**src/rtl/ar1fs_pkg.sv**
```systemverilog
package ar1fs_pkg;

   localparam int LEVEL_W = 24;
   localparam int SURP_W  = 25;
   localparam int CNT_W   = 13;
   localparam int LB_W    = 13;
   localparam int TOL_W   = 23;
   localparam int SUM_W   = 36;
   localparam int SQ_W    = 60;
   localparam int SSUM_W  = 38;
   localparam int SRC_W   = 2;
   localparam int MA_W    = 72;   // multiplicand: C, V, sums
   localparam int MB_W    = 38;   // multiplier: n, Sx, Sy, dev, samples
   localparam int PROD_W  = 112;
   localparam int DVD_W   = 112;
   localparam int DVS_W   = 88;
   localparam int QUO_W   = 26;
   localparam int DATA_W  = 80;

   localparam logic [SRC_W-1:0] SRC_NONE = 2'd0;
   localparam logic [SRC_W-1:0] SRC_PREV = 2'd1;
   localparam logic [SRC_W-1:0] SRC_AR1  = 2'd2;

   localparam logic CSR_LOOKBACK  = 1'b0;
   localparam logic CSR_TOLERANCE = 1'b1;

   localparam logic [QUO_W-1:0]   QUO_POS_LIMIT = 26'd8388607;
   localparam logic [QUO_W-1:0]   QUO_NEG_LIMIT = 26'd8388608;
   localparam logic [LEVEL_W-1:0] LEVEL_MAX     = 24'h7FFFFF;
   localparam logic [LEVEL_W-1:0] LEVEL_MIN     = 24'h800000;

   typedef enum logic [4:0] {
      OP_NONE, OP_LOAD, OP_ROUTE,
      OP_NSXY, OP_SXSY, OP_NSXX, OP_SXSX,
      OP_NP, OP_SYV, OP_CDEV, OP_NV, OP_FLAT, OP_FDIV,
      OP_SURP, OP_XY, OP_XX, OP_MDIV, OP_OUT
   } op_type;

   typedef struct packed {
      op_type op;
      logic   start;
      logic   commit;
   } cmd_type;

   typedef struct packed {
      logic             mul_done;
      logic             div_done;
      logic             fcast;
      logic             pairs;
      logic             v_pos;
      logic             end_run;
      logic             rsp_free;
      logic [SRC_W-1:0] src;
   } sts_type;

endpackage

```
**src/rtl/ar1fs_ctrl.sv**
```systemverilog
module ar1fs_ctrl import ar1fs_pkg::*; (
   input  logic    clock,
   input  logic    reset,
   input  logic    req_valid,
   output logic    req_ready,
   input  sts_type sts,
   output cmd_type cmd
);

   typedef enum logic [18:0] {
      ST_IDLE   = 19'b0000000000000000001,
      ST_ROUTE  = 19'b0000000000000000010,
      ST_NSXY   = 19'b0000000000000000100,
      ST_SXSY   = 19'b0000000000000001000,
      ST_NSXX   = 19'b0000000000000010000,
      ST_SXSX   = 19'b0000000000000100000,
      ST_BRANCH = 19'b0000000000001000000,
      ST_NP     = 19'b0000000000010000000,
      ST_SYV    = 19'b0000000000100000000,
      ST_CDEV   = 19'b0000000001000000000,
      ST_NV     = 19'b0000000010000000000,
      ST_FLAT   = 19'b0000000100000000000,
      ST_FDIV   = 19'b0000001000000000000,
      ST_SURP   = 19'b0000010000000000000,
      ST_XY     = 19'b0000100000000000000,
      ST_XX     = 19'b0001000000000000000,
      ST_MDIV   = 19'b0010000000000000000,
      ST_OUT    = 19'b0100000000000000000,
      ST_SPARE  = 19'b1000000000000000000
   } state_type;

   state_type state_ff, state_in, step_next;
   logic      issued_ff, issued_in;
   logic      multi;
   logic      unit_done;

   always_comb begin
      cmd.op     = OP_NONE;
      cmd.start  = 1'b0;
      cmd.commit = 1'b0;
      state_in   = state_ff;
      step_next  = state_ff;
      multi      = 1'b0;
      req_ready  = 1'b0;

      unique case (state_ff)
         ST_IDLE: begin
            req_ready  = 1'b1;
            cmd.op     = OP_LOAD;
            cmd.commit = req_valid;
            if (req_valid) state_in = ST_ROUTE;
         end
         ST_ROUTE: begin
            cmd.op     = OP_ROUTE;
            cmd.commit = 1'b1;
            state_in   = (sts.src == SRC_AR1 && sts.fcast) ? ST_NSXY : ST_SURP;
         end
         ST_NSXY: begin cmd.op = OP_NSXY; multi = 1'b1; step_next = ST_SXSY; end
         ST_SXSY: begin cmd.op = OP_SXSY; multi = 1'b1; step_next = ST_NSXX; end
         ST_NSXX: begin cmd.op = OP_NSXX; multi = 1'b1; step_next = ST_SXSX; end
         ST_SXSX: begin cmd.op = OP_SXSX; multi = 1'b1; step_next = ST_BRANCH; end
         ST_BRANCH: state_in = sts.v_pos ? ST_NP : ST_FLAT;
         ST_NP:   begin cmd.op = OP_NP;   multi = 1'b1; step_next = ST_SYV; end
         ST_SYV:  begin cmd.op = OP_SYV;  multi = 1'b1; step_next = ST_CDEV; end
         ST_CDEV: begin cmd.op = OP_CDEV; multi = 1'b1; step_next = ST_NV; end
         ST_NV:   begin cmd.op = OP_NV;   multi = 1'b1; step_next = ST_FDIV; end
         ST_FLAT: begin
            cmd.op     = OP_FLAT;
            cmd.commit = 1'b1;
            state_in   = ST_FDIV;
         end
         ST_FDIV: begin cmd.op = OP_FDIV; multi = 1'b1; step_next = ST_SURP; end
         ST_SURP: begin
            cmd.op     = OP_SURP;
            cmd.commit = 1'b1;
            if (sts.pairs)        state_in = ST_XY;
            else if (sts.end_run) state_in = ST_MDIV;
            else                  state_in = ST_OUT;
         end
         ST_XY: begin cmd.op = OP_XY; multi = 1'b1; step_next = ST_XX; end
         ST_XX: begin
            cmd.op    = OP_XX;
            multi     = 1'b1;
            step_next = sts.end_run ? ST_MDIV : ST_OUT;
         end
         ST_MDIV: begin cmd.op = OP_MDIV; multi = 1'b1; step_next = ST_OUT; end
         ST_OUT: begin
            cmd.op     = OP_OUT;
            cmd.commit = sts.rsp_free;
            if (sts.rsp_free) state_in = ST_IDLE;
         end
         default: state_in = ST_IDLE;
      endcase

      // multi-cycle steps: start the unit once, commit when it finishes
      unit_done = (cmd.op == OP_FDIV || cmd.op == OP_MDIV) ? sts.div_done : sts.mul_done;
      issued_in = 1'b0;
      if (multi) begin
         cmd.start  = !issued_ff;
         cmd.commit = issued_ff && unit_done;
         issued_in  = !(issued_ff && unit_done);
         if (issued_ff && unit_done) state_in = step_next;
      end
   end

   always_ff @(posedge clock) begin
      if (reset) begin
         state_ff  <= ST_IDLE;
         issued_ff <= 1'b0;
      end else begin
         state_ff  <= state_in;
         issued_ff <= issued_in;
      end
   end

endmodule

```
**config.mk**
```make
export PLATFORM = sky130hd
export DESIGN_NAME = ar1fs_ctrl
export DESIGN_NICKNAME = d
export VERILOG_FILES = /design/src/rtl/ar1fs_pkg.sv /design/src/rtl/ar1fs_ctrl.sv
export SDC_FILE = /design/constraint.sdc
export NUM_CORES = 1
export LEC_CHECK = 0
export ABC_AREA = 0
export BUFFER_PORTS_ARGS = -buffer_cell sky130_fd_sc_hd__buf_4
export CELL_PAD_IN_SITES_DETAIL_PLACEMENT = 0
export CELL_PAD_IN_SITES_GLOBAL_PLACEMENT = 2
export CORE_MARGIN = 5
export CORE_UTILIZATION = 33
export CTS_CLUSTER_DIAMETER = 200
export DETAILED_ROUTE_END_ITERATION = 8
export PLACE_DENSITY_LB_ADDON = 0.12
export REMOVE_ABC_BUFFERS = 1
export SYNTH_ARGS = -nofsm -noshare
export SYNTH_HDL_FRONTEND = slang
export SYNTH_SLANG_ARGS = --single-unit
export TNS_END_PERCENT = 1
```
**constraint.sdc**
```tcl
create_clock -name clock -period 3.1 [get_ports clock]
set_input_delay 0.62 -clock clock [delete_from_list [all_inputs] [get_ports clock]]
set_output_delay 0.62 -clock clock [all_outputs]
set_load 0.01 [all_outputs]
```
==> results.ini <==
[finish]
final_net_count=284
design_area_sq_um=2300
n_antenna_cell=0
drive_gt1_frac=0.369
mostFrequentLayoutCells=63 x buf_4, 24 x nor2_1, 19 x nand2_1, 13 x nand2b_1, 12 x dfxtp_1
area_growth_pct=45.4
stdcell_count=325
final_common_cell=buf_4
fillers=465
postLayoutCoreUtil=0.490

[power]
p_per_area_nw_per_um2=266
p_int_uw=467
seq_power_share=0.421
swShare=0.237
pwr-share-comb=0.133
power.switching_uw=145
finalPower_uw=612
ir_worst_vdd_mv=0.162
p_clk_frac=0.446
p_leak_nw=0.894

[sta]
fin_worst_skew_ps=4.31
fin_crit_sh=1.06
relSlewSlack=0.573
setup_ws_ps=-176
max_freq_mhz=305
rsz0062_at_grt=yes
slew_violations=0
fin_tns_setup_ps=-250
worst_pin_slew_ps=637
final_hold_viol_count=0
fin_crit_ps=3280
setup_viol_count_final=2
whs_ps=504

[logic_synthesis]
synth_edf_count=0
synthCells=211
ys.flop_type=dfxtp_1
synth-seq-area-share=0.253
syn_avg_cell_area_sq_um=7.50
ys_async_sr_fraction=0
synth_seq_cells=20
synth_warnings=0
synth.distinct_cells=46
synth_area_sq_um=1580

[clock_network]
clock_path_buffers=2
clock_latency_ps=270
cts.sink_count=20
htree_levels=1
cts-root-buf=clkbuf_8
cts_made_buffers=3
cts_hold_repair.buffers=0
cts_tree=yes
clk_pin_slew_worst_paths_ps=90

[setup_path]
r2r_end=state_ff[7]
crit_type=reg2out
cp_max_fo=4
cp.required_ps=2480
arrival_ps=2660
reg2reg_depth=11
crit_start=state_ff[13]
rrSetupSlack_ps=170
cp-end-kind=output port
worstReg2RegStart=state_ff[13]
startpoint_type=flip-flop

[floorplan]
rows=25
die_w_microns=79.2
die-area_sq_um=6280
die_y_microns=79.2
io_pins=20
start_util=0.337
coreArea_sq_um=4690

[placement]
place.port_buffers=19
preCtsSetupSlack_ps=122
dp.cells=304
hpwl_mm=4.53
gp_congestion=0.955
postPlaceCellArea_sq_um=1970

[global_routing]
grt_pass1_wl_mm=9.40
grt_use_total=0.195
grt_max_degree=18
antenna_found_initial=0
overflow=0
grt_pass1_vias=1863

[routing]
viasPerCell=5.99
first_iter_violations=154
first_pass_iters=5
ant_nets=0
vias=1948
wl_per_cell_microns=18.6
routed_wl_mm=6.03
post-route-drc-count=0

[outcome]
violations=setup timing
outcome=finished with violations

[hold_path]
min_to=state_ff[11]
hp-class=in2reg
holdPathStages=2
min_from=sts[4]

[flow_run]
drv_cap=0

-- sequential cells by signal (all words and copies together) (netlist names) --
name / flops
issued_ff: 1
state_ff: 19
-- worst max-delay path by stage --
stage / end / depth (start not counted)
final: cmd[0] / 11
after global routing: cmd[0] / 10
after CTS: cmd[0] / 10
after detailed placement: cmd[0] / 10
after global placement: cmd[0] / 10
after floorplan: cmd[0] / 7
-- worst max-delay path, stage by stage, from the launching register on --
cell,delay [ps]
dfxtp_4,370
nor4_4,290
buf_4,170
buf_4,110
nand4_4,150
o22ai_1,320
nor4_2,100
and4b_1,220
o32a_1,180
or2_1,260
nand4_1,80
buf_4,130
-- cell usage after synthesis (4+ instances only) --
cell	instances	area, sq um
o21ai_1	5	25.0
o22ai_1	6	37.5
nor4_1	9	56.3
nor4_2	4	50.1
nor2b_1	4	25.0
or4_1	4	30.0
dfxtp_1	20	400
inv_1	7	26.3
or3_1	4	25.0
nand2_1	20	75.1
nor3_1	15	75.1
o21a_1	4	30.0
nor2_1	25	93.8
a21oi_1	6	30.0
clkbuf_1	5	18.8
nand4_1	8	50.1
nand2b_1	13	81.3
nand3_1	4	20.0
o21ai_0	6	30.0
-- final cells by class --
class / instances / area (sq um) / area share
well taps: 54 / 67.6 / 0.0294
flip-flops and latches: 20 / 423 / 0.184
inverters: 7 / 26.3 / 0.0114
multi-input cells: 176 / 1230 / 0.534
clock inverters: 1 / 30.0 / 0.0131
repair buffers: 64 / 484 / 0.211
clock buffers: 3 / 41.3 / 0.0180
-- logic make-up after synthesis --
logic type / share of synthesized area
XOR/XNOR: 0.0166
AND/OR/NAND/NOR: 0.484
other: 0.00237
flip-flops: 0.253
buffers and inverters: 0.0380
AO/OA/AOI/OAI: 0.206
-- routing by layer --
metal	routed length, microns	vias up	global-route usage
met4	212	0	0.0893
met1	2400	924	0.233
met5	0	-	0
met2	2940	90	0.324
li1	-	918	-
met3	477	16	0.0510
-- power by group through the flow --
stage | clock, mW | sequential [mW] | combinational (mW)
6_report | 0.273 | 0.258 | 0.0814
5_1_grt | 0.287 | 0.258 | 0.0881
4_1_cts | 0.275 | 0.261 | 0.0722
3_5_place_dp | 0 | 0.267 | 0.0677
3_3_place_gp | 0 | 0.267 | 0.0674
2_1_floorplan | 0 | 0.267 | 0.0283
-- what timing repair did --
| action | CTS | global route |
|---|---|---|
| pin swaps | 7 | 11 |
| endpoints found under the setup margin | 2 | 3 |
| resized for setup | 13 | 18 |
| buffers inserted | 4 | 13 |
(Power assumes the default switching activity.)
